==> config.mk <==
export PLATFORM = sky130hd
export DESIGN_NAME = quoted_word_splitter
export DESIGN_NICKNAME = d
export VERILOG_FILES = /design/src/rtl/core/qws_pkg.sv /design/src/rtl/core/quoted_word_splitter.sv /design/src/rtl/core/qws_decode.sv /design/src/rtl/core/qws_rsp_queue.sv
export SDC_FILE = /design/constraint.sdc
export NUM_CORES = 1
export LEC_CHECK = 0
export BUFFER_PORTS_ARGS = -buffer_cell sky130_fd_sc_hd__buf_2
export CAP_MARGIN = 20
export CELL_PAD_IN_SITES_DETAIL_PLACEMENT = 1
export CELL_PAD_IN_SITES_GLOBAL_PLACEMENT = 2
export CORE_UTILIZATION = 40
export CTS_CLUSTER_SIZE = 12
export DETAILED_ROUTE_END_ITERATION = 10
export PLACE_DENSITY = 0.8
export SYNTH_ARGS = -nofsm -noshare
export SYNTH_HDL_FRONTEND = slang
export SYNTH_SLANG_ARGS = --single-unit
==> constraint.sdc <==
create_clock -name clock -period 7.45 [get_ports clock]
set_input_delay 1.49 -clock clock [delete_from_list [all_inputs] [get_ports clock]]
set_output_delay 1.49 -clock clock [all_outputs]
set_load 0.1 [all_outputs]
==> src/rtl/core/qws_pkg.sv <==
// Package for the quoted word splitter: widths, character codes, result kinds
// and the structs passed between the decoder, the result queue and the top level.
// No dependencies.
`timescale 1ns / 1ps

package qws_pkg;

   localparam int ByteW      = 8;
   localparam int MaxRsp     = 3;                    // most results caused by one byte
   localparam int QueueDepth = 4;
   localparam int QueuePtrW  = $clog2(QueueDepth);
   localparam int QueueCntW  = $clog2(QueueDepth + 1);
   localparam int RspCntW    = $clog2(MaxRsp + 1);

   localparam logic [ByteW-1:0] ChSemi   = 8'h3B;
   localparam logic [ByteW-1:0] ChTab    = 8'h09;
   localparam logic [ByteW-1:0] ChSpace  = 8'h20;
   localparam logic [ByteW-1:0] ChDquote = 8'h22;
   localparam logic [ByteW-1:0] ChBslash = 8'h5C;

   typedef enum logic [2:0] {
      KIND_BYTE      = 3'd0,
      KIND_WORD_END  = 3'd1,
      KIND_CMD_END   = 3'd2,
      KIND_LINE_END  = 3'd3,
      KIND_QUOTE_ERR = 3'd4
   } kind_type;

   typedef struct packed {
      kind_type               kind;
      logic [ByteW-1:0]       data;
      logic                   last;
   } rsp_item_type;

   typedef struct packed {
      logic in_quote;
      logic word_open;
      logic escape_pending;
   } split_state_type;

   typedef struct packed {
      logic [RspCntW-1:0]             count;
      rsp_item_type [MaxRsp-1:0]      items;
   } decode_out_type;

endpackage

==> src/rtl/core/quoted_word_splitter.sv <==
// Top level of the quoted word splitter: parser flags, per-byte decoder and
// result queue behind stream ports.
// Depends on qws_pkg, qws_decode and qws_rsp_queue.
//
//   channel | dir | tdata          | tuser     | tlast
//   req     | in  | byte_in [7:0]  | -         | line_final
//   rsp     | out | byte_out [7:0] | kind[2:0] | last
//
// A byte is decoded in the cycle of its transfer; its results are registered in the
// queue and offered on rsp in order, one result per cycle while rsp_tready is high.
// req_tready is high while the queue holds at most one result, so one byte is
// taken every cycle as long as each byte causes at most one result and rsp_tready
// stays high; a byte causing more results holds req_tready low until the queue is back to one.
// Synchronous reset clears the parser flags and empties the queue.
`timescale 1ns / 1ps

module quoted_word_splitter (
   input  logic                      clock,
   input  logic                      reset,
   input  logic                      req_tvalid,
   output logic                      req_tready,
   input  logic [qws_pkg::ByteW-1:0] req_tdata,   // [7:0] byte_in
   input  logic                      req_tlast,   // line_final
   output logic                      rsp_tvalid,
   input  logic                      rsp_tready,
   output logic [qws_pkg::ByteW-1:0] rsp_tdata,   // [7:0] byte_out
   output logic [2:0]                rsp_tuser,   // [2:0] kind
   output logic                      rsp_tlast    // last
);

   qws_pkg::split_state_type       state_ff;
   qws_pkg::split_state_type       state_in;
   qws_pkg::split_state_type       state_dec;
   qws_pkg::decode_out_type        dec;
   qws_pkg::rsp_item_type          head;
   logic                           req_xfer;
   logic                           rsp_xfer;
   logic                           room;
   logic [qws_pkg::QueueCntW-1:0]  fill;

   assign req_tready = room;
   assign req_xfer   = req_tvalid && req_tready;
   assign rsp_xfer   = rsp_tvalid && rsp_tready;

   qws_decode u_decode (
      .state      (state_ff),
      .byte_in    (req_tdata),
      .line_final (req_tlast),
      .state_next (state_dec),
      .dec        (dec)
   );

   // hold the flags unless a byte transfers
   assign state_in = req_xfer ? state_dec : state_ff;

   always_ff @(posedge clock) begin
      if (reset) begin
         state_ff <= '0;
      end else begin
         state_ff <= state_in;
      end
   end

   qws_rsp_queue u_rsp_queue (
      .clock      (clock),
      .reset      (reset),
      .push       (req_xfer),
      .push_data  (dec),
      .pop        (rsp_xfer),
      .head       (head),
      .head_valid (rsp_tvalid),
      .room       (room),
      .fill       (fill)
   );

   assign rsp_tdata = head.data;
   assign rsp_tuser = head.kind;
   assign rsp_tlast = head.last;

   // queue never overfills
   a_fill_bound: assert property (@(posedge clock) disable iff (reset)
      fill <= qws_pkg::QueueCntW'(qws_pkg::QueueDepth))
      else $error("result queue overfilled");

   // a line end always leaves a result to deliver
   a_line_end_rsp: assert property (@(posedge clock) disable iff (reset)
      req_xfer && req_tlast |=> rsp_tvalid)
      else $error("line end produced no result");

   // flags are clear after a line end
   a_line_end_clear: assert property (@(posedge clock) disable iff (reset)
      req_xfer && req_tlast |=> state_ff == '0)
      else $error("parser flags not cleared at line end");

   // only word bytes carry data
   a_zero_data: assert property (@(posedge clock) disable iff (reset)
      rsp_tvalid && (rsp_tuser != qws_pkg::KIND_BYTE) |-> rsp_tdata == '0)
      else $error("non-byte result carries data");

endmodule

==> src/rtl/core/qws_decode.sv <==
// Per-byte decoder of the quoted word splitter: from the parser flags and one
// byte it gives the next flags and up to three packed results.
// Depends on qws_pkg.
`timescale 1ns / 1ps

module qws_decode (
   input  qws_pkg::split_state_type state,
   input  logic [qws_pkg::ByteW-1:0] byte_in,
   input  logic                      line_final,
   output qws_pkg::split_state_type  state_next,
   output qws_pkg::decode_out_type   dec
);

   localparam int NumCand       = 5;
   localparam int RspCntW_Local = $clog2(NumCand + 1);

   logic                     is_space;
   logic                     is_semi;
   logic                     is_quote;
   logic                     is_bslash;
   qws_pkg::split_state_type mid;
   qws_pkg::rsp_item_type    cand [NumCand];
   logic [NumCand-1:0]       cand_valid;

   // classify the byte
   always_comb begin
      is_space  = (byte_in == qws_pkg::ChSpace) || (byte_in == qws_pkg::ChTab);
      is_semi   = (byte_in == qws_pkg::ChSemi);
      is_quote  = (byte_in == qws_pkg::ChDquote);
      is_bslash = (byte_in == qws_pkg::ChBslash);
   end

   // flag update for the byte itself, then line end clears everything
   always_comb begin
      mid = state;
      if (state.escape_pending) begin
         mid.escape_pending = 1'b0;
         mid.word_open      = 1'b1;
      end else if (is_space) begin
         if (!state.in_quote) mid.word_open = 1'b0;
      end else if (is_semi) begin
         if (!state.in_quote) mid = '0;
      end else if (is_quote) begin
         mid.in_quote  = !state.in_quote;
         mid.word_open = 1'b1;
      end else if (is_bslash) begin
         mid.escape_pending = 1'b1;
      end else begin
         mid.word_open = 1'b1;
      end
      state_next = line_final ? '0 : mid;
   end

   // candidate results in stream order; at most three are valid at once
   always_comb begin
      cand[0] = '{kind: qws_pkg::KIND_BYTE, data: byte_in, last: 1'b0};
      cand[1] = '{kind: qws_pkg::KIND_WORD_END, data: '0, last: 1'b0};
      cand[2] = '{kind: qws_pkg::KIND_CMD_END, data: '0, last: 1'b0};
      cand[3] = '{kind: (mid.in_quote ? qws_pkg::KIND_QUOTE_ERR : qws_pkg::KIND_WORD_END),
                  data: '0, last: 1'b0};
      cand[4] = '{kind: qws_pkg::KIND_LINE_END, data: '0, last: 1'b0};

      cand_valid[0] = state.escape_pending
                    || (!is_space && !is_semi && !is_quote && !is_bslash)
                    || ((is_space || is_semi) && state.in_quote);
      cand_valid[1] = !state.escape_pending && (is_space || is_semi)
                    && !state.in_quote && state.word_open;
      cand_valid[2] = !state.escape_pending && is_semi && !state.in_quote;
      cand_valid[3] = line_final && (mid.in_quote || mid.word_open);
      cand_valid[4] = line_final;
   end

   // pack valid candidates into the result slots and mark the final one
   always_comb begin
      logic [RspCntW_Local-1:0] idx;
      idx = '0;
      dec = '0;
      for (int i = 0; i < NumCand; i++) begin
         if (cand_valid[i]) begin
            if (idx < RspCntW_Local'(qws_pkg::MaxRsp)) begin
               dec.items[idx[qws_pkg::RspCntW-1:0]] = cand[i];
            end
            idx = idx + 1'b1;
         end
      end
      dec.count = idx[qws_pkg::RspCntW-1:0];
      for (int k = 0; k < qws_pkg::MaxRsp; k++) begin
         dec.items[k].last = (dec.count == qws_pkg::RspCntW'(k + 1));
      end
   end

endmodule

==> src/rtl/core/qws_rsp_queue.sv <==
// Result queue of the quoted word splitter: takes a burst of up to three
// results in one cycle and hands them out one transfer per cycle while pop is high.
// Depends on qws_pkg.
`timescale 1ns / 1ps

module qws_rsp_queue (
   input  logic                    clock,
   input  logic                    reset,
   input  logic                    push,
   input  qws_pkg::decode_out_type push_data,
   input  logic                    pop,
   output qws_pkg::rsp_item_type   head,
   output logic                    head_valid,
   output logic                    room,
   output logic [qws_pkg::QueueCntW-1:0] fill
);

   qws_pkg::rsp_item_type               mem_ff [qws_pkg::QueueDepth];
   logic [qws_pkg::QueuePtrW-1:0]       head_ff;
   logic [qws_pkg::QueuePtrW-1:0]       head_in;
   logic [qws_pkg::QueueCntW-1:0]       cnt_ff;
   logic [qws_pkg::QueueCntW-1:0]       cnt_in;
   logic [qws_pkg::QueuePtrW-1:0]       tail;
   logic [qws_pkg::QueueCntW-1:0]       push_n;

   // room for a full burst behind what is held
   assign room       = (cnt_ff <= qws_pkg::QueueCntW'(qws_pkg::QueueDepth - qws_pkg::MaxRsp));
   assign head_valid = (cnt_ff != '0);
   assign head       = mem_ff[head_ff];
   assign fill       = cnt_ff;
   assign tail       = head_ff + cnt_ff[qws_pkg::QueuePtrW-1:0];

   // advance pointers and fill count
   always_comb begin
      push_n  = push ? qws_pkg::QueueCntW'(push_data.count) : '0;
      head_in = pop ? head_ff + 1'b1 : head_ff;
      cnt_in  = cnt_ff + push_n - qws_pkg::QueueCntW'(pop);
   end

   always_ff @(posedge clock) begin
      if (reset) begin
         head_ff <= '0;
         cnt_ff  <= '0;
      end else begin
         head_ff <= head_in;
         cnt_ff  <= cnt_in;
      end
   end

   // append the burst behind the current tail
   always_ff @(posedge clock) begin
      for (int k = 0; k < qws_pkg::MaxRsp; k++) begin
         if (push && (qws_pkg::RspCntW'(k) < push_data.count)) begin
            mem_ff[tail + qws_pkg::QueuePtrW'(k)] <= push_data.items[k];
         end
      end
   end

endmodule

==> metrics.txt, run 1 <==
MaxCap Viol Count=0; Post-Syn Area=0.003727 mm2; GR Util All Layers=21.64%; Crit Path Class=input pin to flip-flop; top cell type's share of synthesized area=38.67%; final setup vio count=0; Sw Ratio=45.68%; worst-path cell chain=buf_2 > and3b_1 > o211ai_1 > a21oi_1 > o21ai_1 > inv_1 > fa_1 > inv_1 > ha_1 > nor2_1 > a21oi_1 > ha_1 > nor2b_1 > a41oi_1 > o31ai_4 > and2b_2 > nand2_1 > o21ai_2 > o221ai_1; Period minus WS final=6.439 ns; Starting Density=41.92%; Seq/Total Area, Yosys=44.04%; Rel. slew slack=42.10%; pin count of the biggest net entering global routing=19; Post-CTS Hold Fix Bufs=0; CTS resizes=0; status=finished, final reports clean; vias in the first global route=3008; first-pass GRT wire length=15.96 mm; Critical-path top delay cell=fa_1; Synth async-reset ratio=0%; synth top area cells=edfxtp_1 (39%), mux4_2 (7.3%), nor2_1 (6.1%); Post-synth EDFFs=48; critical path arrival=6.51 ns; CP Launch Type=input pin; clock network fraction of design power=23.5%; setup ws final=1.011 ns; diode count=0; Switch Pwr=0.0007078 W; Core ar.=0.008891 mm2; Pwr per Cell Area=366.5 mW/mm2; Critical Path RT=7.52 ns; gpl congestion=0.8769; clk_lat worst skew=0.34 ns; clock tree buffer depth=2; Initial DRC Count=112; Vias=2827; final net count=409; most frequent cells after synthesis=nor2_1 (61), edfxtp_1 (48), nand2_1 (29); Distinct cells, synth=65; Worst Skew=0.008805 ns; Filler cells=990; HP Class=flip-flop to flip-flop; Syn Nets=377; final hold vios=0; drt pass-1 iters=6; root buffer cell=clkbuf_8; Setup Fix Bufs, Post-CTS=0; critical path capture point type=flip-flop; # DRC=0; syn avg cell area=10.77 um2; sinks on the clock net=58; Seq pwr share=31.5%; Comb power frac=45.1%; chip height=98.53 um; htree depth=3; Static Leak=1.590 nW; Via density=5.758; Num CTS Buffers=9; die width=98.53 um; setup slack at placement=0.6529 ns; Reg clk slew, reported paths=0.08 ns; synthesized flop and latch total=58; IO Pins=27; antenna-violating nets left=0; maximum vdd drop=0.1896 mV; Int Power=0.0008418 W; synth warn=0; most common cell in the synthesized netlist=nor2_1; crit path max fanout=13; Worst path max stage delay=0.78 ns; leading area contributor after synthesis=edfxtp_1; dominant synthesized flop cell=edfxtp_1; CTS tree=done; gr ovfl total=0; routed wire length=9.633 mm; initial antenna violation count=0; crit share post-route=86.43%; area grow syn2layout=13.43%; register area=0.001642 mm2; TNS Setup=0 ns; footprint of the multi-input gates=0.001953 mm2; RSZ-0062 raised after global routing=false; Max Fclk=0.1553 GHz; Tightest Pin Transition=0.8673 ns; wire per inst=19.62 um; Synth Instances=346; max-slew violations=0; Port-buffer cells=26; site row count=34; Die ar.=0.009708 mm2; layout cell share with drive strength beyond 1=22.19%; HPWL after detailed placement=7.289 mm
==> per-stage QoR <==
step                      cells  power (W)  hold WS, ns  area (um2)  util, %
after floorplan             346   0.001055       0.4696        3727        -
after global placement      475   0.001184       0.5313        3979    44.75
after detailed placement    475   0.001196       0.5372        3979    44.75
after CTS                   491   0.001561       0.5502        4228    47.55
after global routing        491   0.001619       0.5865        4228    47.55
final                       491   0.001550       0.5372        4228    47.55
==> flip-flops by register name (all words and copies together) (netlist names), named ones only <==
signal and cells:
state_ff 3, u_rsp_queue.head_ff 2, u_rsp_queue.mem_ff 48, u_rsp_queue.fill 3
==> power groups by stage <==
stage	sequential (W)	combinational (W)	clock (W)
4_1_cts	0.000490	0.000702	0.000369
3_3_place_gp	0.000491	0.000693	0
6_report	0.000488	0.000698	0.000364
2_1_floorplan	0.000469	0.000585	0
3_5_place_dp	0.000498	0.000698	0
5_1_grt	0.000498	0.000742	0.000379
==> path summary, 6_finish.rpt <==
check / depth (start not counted) / slack, ns / end / start
hold reg to reg: 2 / 0.54 / state_ff[2] / state_ff[2]
setup reg to reg: 16 / 2.42 / u_rsp_queue.mem_ff[1][11] / state_ff[2]
hold / removal: 2 / 0.54 / state_ff[2] / state_ff[2]
setup / recovery: 19 / 1.01 / u_rsp_queue.mem_ff[1][11] / req_tdata[3]
==> layout by cell type, fill, tap and decap left out, types with 4 or more instances in the layout <==
master,Yosys,final
clkbuf_8,0,9
nand2_1,29,29
xnor2_1,5,5
nand4_1,5,5
ha_1,16,16
nor3_4,4,4
nor2b_1,4,4
dfxtp_1,10,10
o211ai_1,6,6
o21ai_2,4,4
nor2_1,61,61
nor3_1,5,5
mux4_2,12,12
buf_2,1,26
a221o_1,5,5
inv_1,19,19
nand3_1,12,12
edfxtp_1,48,48
and2_1,4,4
buf_4,0,5
a21oi_1,22,22
==> critical path, delay by kind of cell <==
| family | cells | cell delay, ns |
|---|---|---|
| compound gates | 8 | 2.11 |
| fa+ha+maj | 3 | 1.40 |
| buf+inv | 3 | 0.62 |
| simple gates | 5 | 0.89 |
==> metal layers <==
layer | global-route usage, % | up-vias | wire length (um)
li1 | - | 1354 | -
met1 | 28.88 | 1407 | 4569
met2 | 36.57 | 56 | 4690
met3 | 3.333 | 10 | 258
met4 | 6.315 | 0 | 115
met5 | 0 | - | 0
==> area by class of cell <==
class | count | area share (%)
repair buffers | 31 | 3.966
multi-input cells | 257 | 46.20
inverters | 21 | 1.924
clock buffers | 9 | 2.930
flip-flops and latches | 58 | 38.83
well taps | 108 | 3.196
clock inverters | 7 | 2.959
==> cell families (layout without fill, tap and decap cells) <==
group	Yosys count	in the layout	synth area share, %
and+or+nand+nor	141	141	19.13
adders and majority gates	18	18	6.445
DFF	58	58	44.04
buffers and inverters	31	68	3.827
AOI/OAI and AO/OA	71	71	14.44
xor gates and xnor gates	10	10	3.055
muxes	17	17	9.063
(Power assumes the default switching activity.)
==> run 2: changes to the inputs <==
--- a/config.mk
+++ b/config.mk
@@ -13,6 +13,7 @@
 export CTS_CLUSTER_SIZE = 12
 export DETAILED_ROUTE_END_ITERATION = 10
 export PLACE_DENSITY = 0.8
+export REMOVE_ABC_BUFFERS = 1
 export SYNTH_ARGS = -nofsm -noshare
 export SYNTH_HDL_FRONTEND = slang
 export SYNTH_SLANG_ARGS = --single-unit
==> run 2 against run 1 <==
Against the previous run: clock skew is essentially flat; critical path depth grew 3; via count shrank 2.4%; final cell count is the same; hold slack lost 0.019 ns; sequential power is essentially flat; first-iteration DRC count grew 8.0%; cell area is the same; core utilization is the same; global-route usage shrank 0.16 points; worst setup slack lost 0.084 ns; combinational power shrank 0.7%; largest cell class unchanged; highest routed layer unchanged.
==> metrics.txt, run 2 (same netlist as run 1, synthesis figures left out) <==
antenna-violating nets left=0; layer with the highest usage=met2; RR Endpoint=u_rsp_queue.fill[2]; Static Leak=1.591 nW; RSZ-0062 raised after global routing=false; placed inst area=0.003979 mm2; gpl congestion=0.8037; CP Launch Type=input pin; critical path arrival=6.76 ns; Period minus WS final=6.523 ns; Critical Path Start=req_tdata[3]; Initial DRC Count=121; FF-to-FF path depth=19; setup ws final=0.9272 ns; IO Pins=27; setup slack at placement=0.5503 ns; final setup vio count=0; crit share post-route=87.55%; CTS tree=done; status=finished, final reports clean; # DRC=0; worst hold slack=0.5183 ns; met1 Use GR=28.19%; critical path capture point type=flip-flop; Worst Skew=0.009234 ns; Post-CTS Hold Fix Bufs=0; Hold Path Cell Cnt=2; CTS resizes=0; Port-buffer cells=26; max-slew violations=0; area grow syn2layout=13.43%; HPWL after detailed placement=7.010 mm; Largest Register=u_rsp_queue.mem_ff; die width=98.53 um; Num CTS Buffers=9; Vias=2758; Rel. slew slack=27.69%; gr ovfl total=0; pin count of the biggest net entering global routing=19; Critical Path RT=7.68 ns; MaxCap Viol Count=0; first-pass GRT wire length=15.88 mm; wire per inst=19.52 um; final net count=409; Final Cell Area=0.004228 mm2; HP Class=flip-flop to flip-flop; fin cells=491; chip height=98.53 um; TNS Setup=0 ns; Max Fclk=0.1533 GHz; root buffer cell=clkbuf_8; commonest cells after routing, fill and taps aside=nor2_1 (61), edfxtp_1 (48), nand2_1 (29); Worst R2R Start=state_ff[2]; most common cell after layout, fill and taps aside=nor2_1; biggest regs=u_rsp_queue.mem_ff x48, state_ff x3, u_rsp_queue.fill x3; routed wire length=9.584 mm; Setup Fix Bufs, Post-CTS=0; worst min-delay path startpoint=state_ff[2]; footprint of the multi-input gates=0.001953 mm2; Die ar.=0.009708 mm2; vias in the first global route=2937; maximum vdd drop=0.1593 mV; sinks on the clock net=58; Post-Place Cells=475; met2 global-route usage=36.51%; Core ar.=0.008891 mm2; Filler cells=1000; Hold Path Sink=state_ff[2]; Tightest Pin Transition=1.077 ns; layout cell share with drive strength beyond 1=22.19%; drt pass-1 iters=6; crit path max fanout=13; GR Util All Layers=21.48%; Pwr per Cell Area=366.1 mW/mm2; register area=0.001642 mm2; Starting Density=41.92%; final hold vios=0; grt met3 use=3.617%; clk_lat worst skew=0.35 ns; htree depth=3; diode count=0; Largest register FFs=48; initial antenna violation count=0; Reg clk slew, reported paths=0.07 ns; Via density=5.617; clock tree buffer depth=2; Crit Path Class=input pin to flip-flop; worst reg2reg setup slack=2.34 ns; site row count=34
==> run 2: cell counts in the layout (fill, tap and decap cells not counted) <==
Identical to the previous run, type by type.
==> run 2: worst max-delay path by stage <==
stage                                endpoint  slack (ns)  cells after the start
global placement     u_rsp_queue.mem_ff[1][9]        0.73                     20
global route        u_rsp_queue.mem_ff[0][11]        0.47                     19
CTS                       u_rsp_queue.fill[2]        0.90                     22
detailed placement        u_rsp_queue.fill[2]        0.55                     22
finish                    u_rsp_queue.fill[2]        0.93                     22
floorplan            u_rsp_queue.mem_ff[2][0]        1.16                     16
==> run 2: per-layer routing <==
layer	vias to the layer above	wire (um)
li1	1351	-
met1	1353	4481
met2	43	4683
met3	11	302
met4	0	116
met5	-	0
==> run 2: critical path, cell delays in order <==
cell and delay (ns):
buf_2 0.14, and3b_1 0.18, o211ai_1 0.30, a21oi_1 0.11, o21ai_1 0.58, inv_1 0.24
fa_1 0.80, inv_1 0.25, ha_1 0.35, nor2_1 0.11, a21oi_1 0.08, ha_1 0.33
nor2b_1 0.04, a41oi_1 0.27, o31ai_4 0.22, and2b_2 0.29, inv_4 0.13, ha_1 0.13
inv_1 0.05, fa_1 0.43, xnor2_1 0.18, nor2_1 0.05
==> run 2: metrics by stage <==
stage | util [%] | total power, W
final | 47.55 | 0.001548
after detailed placement | 44.75 | 0.001191
after floorplan | - | 0.001051
after global placement | 44.75 | 0.001180
after global routing | 47.55 | 0.001618
after CTS | 47.55 | 0.001562
==> run 2: cell type report <==
class                   count  area share, %
clock inverters             7          2.959
flip-flops and latches     58          38.83
multi-input cells         257          46.20
well taps                 108          3.196
inverters                  21          1.924
repair buffers             31          3.966
clock buffers               9          2.930
==> run 2: where the power goes <==
part	total [W]	internal (W)	switching [W]
clock	0.000370	0.000225	0.000145
combinational	0.000693	0.000169	0.000524
sequential	0.000485	0.000444	0.0000410
total	0.00155	0.000838	0.000710
==> run 3: changes to the inputs <==
==> constraint.sdc (replaced) <==
create_clock -name clock -period 7.45 [get_ports clock]
set_input_delay 2.235 -clock clock [delete_from_list [all_inputs] [get_ports clock]]
set_output_delay 2.235 -clock clock [all_outputs]
set_load 0.1 [all_outputs]
==> run 3 against run 2 <==
Against the previous run: critical path depth fell by 2; first-iteration DRC count increased by 23%; die area did not move; core utilization rose by 0.17 points; via count about the same; sequential cell count stayed put; critical endpoint is now u_rsp_queue.mem_ff[3][11].
==> metrics.txt, run 3 (same netlist as run 1, synthesis figures left out) <==
status=finished, final reports clean; RSZ-0062 raised after global routing=false; Pwr per Cell Area=364.9 mW/mm2; setup slack at placement=0.3833 ns; Worst path max stage delay=0.49 ns; Via density=5.596; critical path arrival=6.75 ns; antenna-violating nets left=0; Largest register FFs=48; Setup Fix Bufs, Post-CTS=0; vias in the first global route=2818; htree depth=3; Largest Register=u_rsp_queue.mem_ff; CTS tree=done; HPWL after detailed placement=6.924 mm; Reg clk slew, reported paths=0.07 ns; FF-to-FF path depth=17; root buffer cell=clkbuf_8; Tightest Pin Transition=0.8796 ns; worst min-delay path startpoint=state_ff[2]; delay-heaviest family, CP=simple AND/OR/NAND/NOR gates; CTS resizes=0; GR Util All Layers=20.44%; Die ar.=0.009708 mm2; worst reg2reg setup slack=2.64 ns; Crit Path Class=input pin to flip-flop; Period minus WS final=6.689 ns; HP Class=flip-flop to flip-flop; first-pass GRT wire length=15.08 mm; Hold Path Sink=state_ff[2]; Worst R2R Start=state_ff[0]; Post-CTS Hold Fix Bufs=0; final setup vio count=0; Starting Density=41.92%; Worst Skew=0.005041 ns; Vias=2759; gpl congestion=0.8595; crit share post-route=89.79%; pin count of the biggest net entering global routing=19; most common cell after layout, fill and taps aside=nor2_1; TNS Setup=0 ns; routed wire length=9.348 mm; sinks on the clock net=58; worst-path cell chain=buf_2 > and4bb_1 > nand2_1 > a21oi_1 > o21ai_1 > inv_1 > fa_1 > buf_4 > inv_1 > ha_1 > nor2_1 > a21oi_1 > ha_1 > nor2b_1 > a41oi_1 > o31ai_4 > and2b_2 > nand2_1 > o21ai_2 > o221ai_1; final hold vios=0; Num CTS Buffers=9; # DRC=0; biggest regs=u_rsp_queue.mem_ff x48, state_ff x3, u_rsp_queue.fill x3; Post-Place Cells=477; Hold Path Cell Cnt=2; max-slew violations=0; drt pass-1 iters=6; clock tree buffer depth=2; Initial DRC Count=149; initial antenna violation count=0; die width=98.53 um; critical path capture point type=flip-flop; layout cell share with drive strength beyond 1=22.60%; chip height=98.53 um; site row count=34; Max Fclk=0.1495 GHz; WP buf/inv=4; clk_lat worst skew=0.34 ns; Static Leak=1.600 nW; maximum vdd drop=0.1805 mV; Critical-path top delay cell=and4bb_1; crit path max fanout=13; Rel. slew slack=41.28%; Critical Path RT=7.51 ns; RR Endpoint=u_rsp_queue.mem_ff[3][11]; MaxCap Viol Count=0; Core ar.=0.008891 mm2; Port-buffer cells=26; setup ws final=0.7609 ns; IO Pins=27; fin cells=493; wire per inst=18.96 um; CP Launch Type=input pin; diode count=0; area grow syn2layout=13.83%; gr ovfl total=0; commonest cells after routing, fill and taps aside=nor2_1 (61), edfxtp_1 (48), nand2_1 (29); final net count=411
## run 3: cell count changes in the layout (fill, tap and decap cells not counted), sizes merged
cell / previous run / this run
buf: 31 / 33
## run 3: how the worst max path moves through the flow
stage / from / end / slack, ns / cells past startpoint
after floorplan: req_tdata[3] / u_rsp_queue.mem_ff[2][0] / 0.41 / 16
after global placement: req_tdata[3] / u_rsp_queue.mem_ff[3][11] / 0.53 / 20
after detailed placement: req_tdata[6] / u_rsp_queue.fill[1] / 0.38 / 22
after CTS: req_tdata[6] / u_rsp_queue.fill[2] / 0.73 / 23
after global routing: req_tdata[6] / u_rsp_queue.fill[2] / 0.41 / 23
final: req_tdata[6] / u_rsp_queue.mem_ff[3][11] / 0.76 / 20
## run 3: report_power, final
group / internal, W / total (W) / switching, W / leakage, nW
Combinational: 0.000173 / 0.000696 / 0.000523 / 0.953
Clock: 0.000225 / 0.000367 / 0.000142 / 0.124
Sequential: 0.000444 / 0.000485 / 0.0000412 / 0.523
Total: 0.000842 / 0.00155 / 0.000706 / 1.60
## run 3: routing by layer
metal  vias to the layer above  global-route usage, %  part of all wire (%)
met5                         -                      0                     0
met4                         0                  4.822                  0.73
met3                         7                  3.191                   3.2
met2                        46                  34.72                    49
met1                      1345                  27.59                    47
li1                       1361                      -                     -
## run 3: cell type report
type                    count  area, um2
fillers                   986       4648
multi-input cells         257       1953
flip-flops and latches     58       1642
repair buffers             33      182.7
well taps                 108      135.1
clock inverters             7      125.1
clock buffers               9      123.9
inverters                  21      81.33
## run 3: through the flow
step | utilization, % | cell area, um2 | power (W) | hold slack [ns]
after floorplan | - | 3666 | 0.001051 | 0.4636
after global placement | 44.92 | 3994 | 0.001184 | 0.4925
after detailed placement | 44.92 | 3994 | 0.001196 | 0.5169
after CTS | 47.72 | 4243 | 0.001563 | 0.5291
after global routing | 47.72 | 4243 | 0.001618 | 0.5716
final | 47.72 | 4243 | 0.001548 | 0.5247
## run 3: worst reg2reg max path, delay by kind of cell (launching register included)
family / cells / cell delay, ns
AND/OR/NAND/NOR: 6 / 1.51
AO/OA/AOI/OAI: 5 / 1.05
buffers and inverters: 3 / 0.54
adder cells (fa/ha/maj): 3 / 1.08
flip-flops: 1 / 0.37
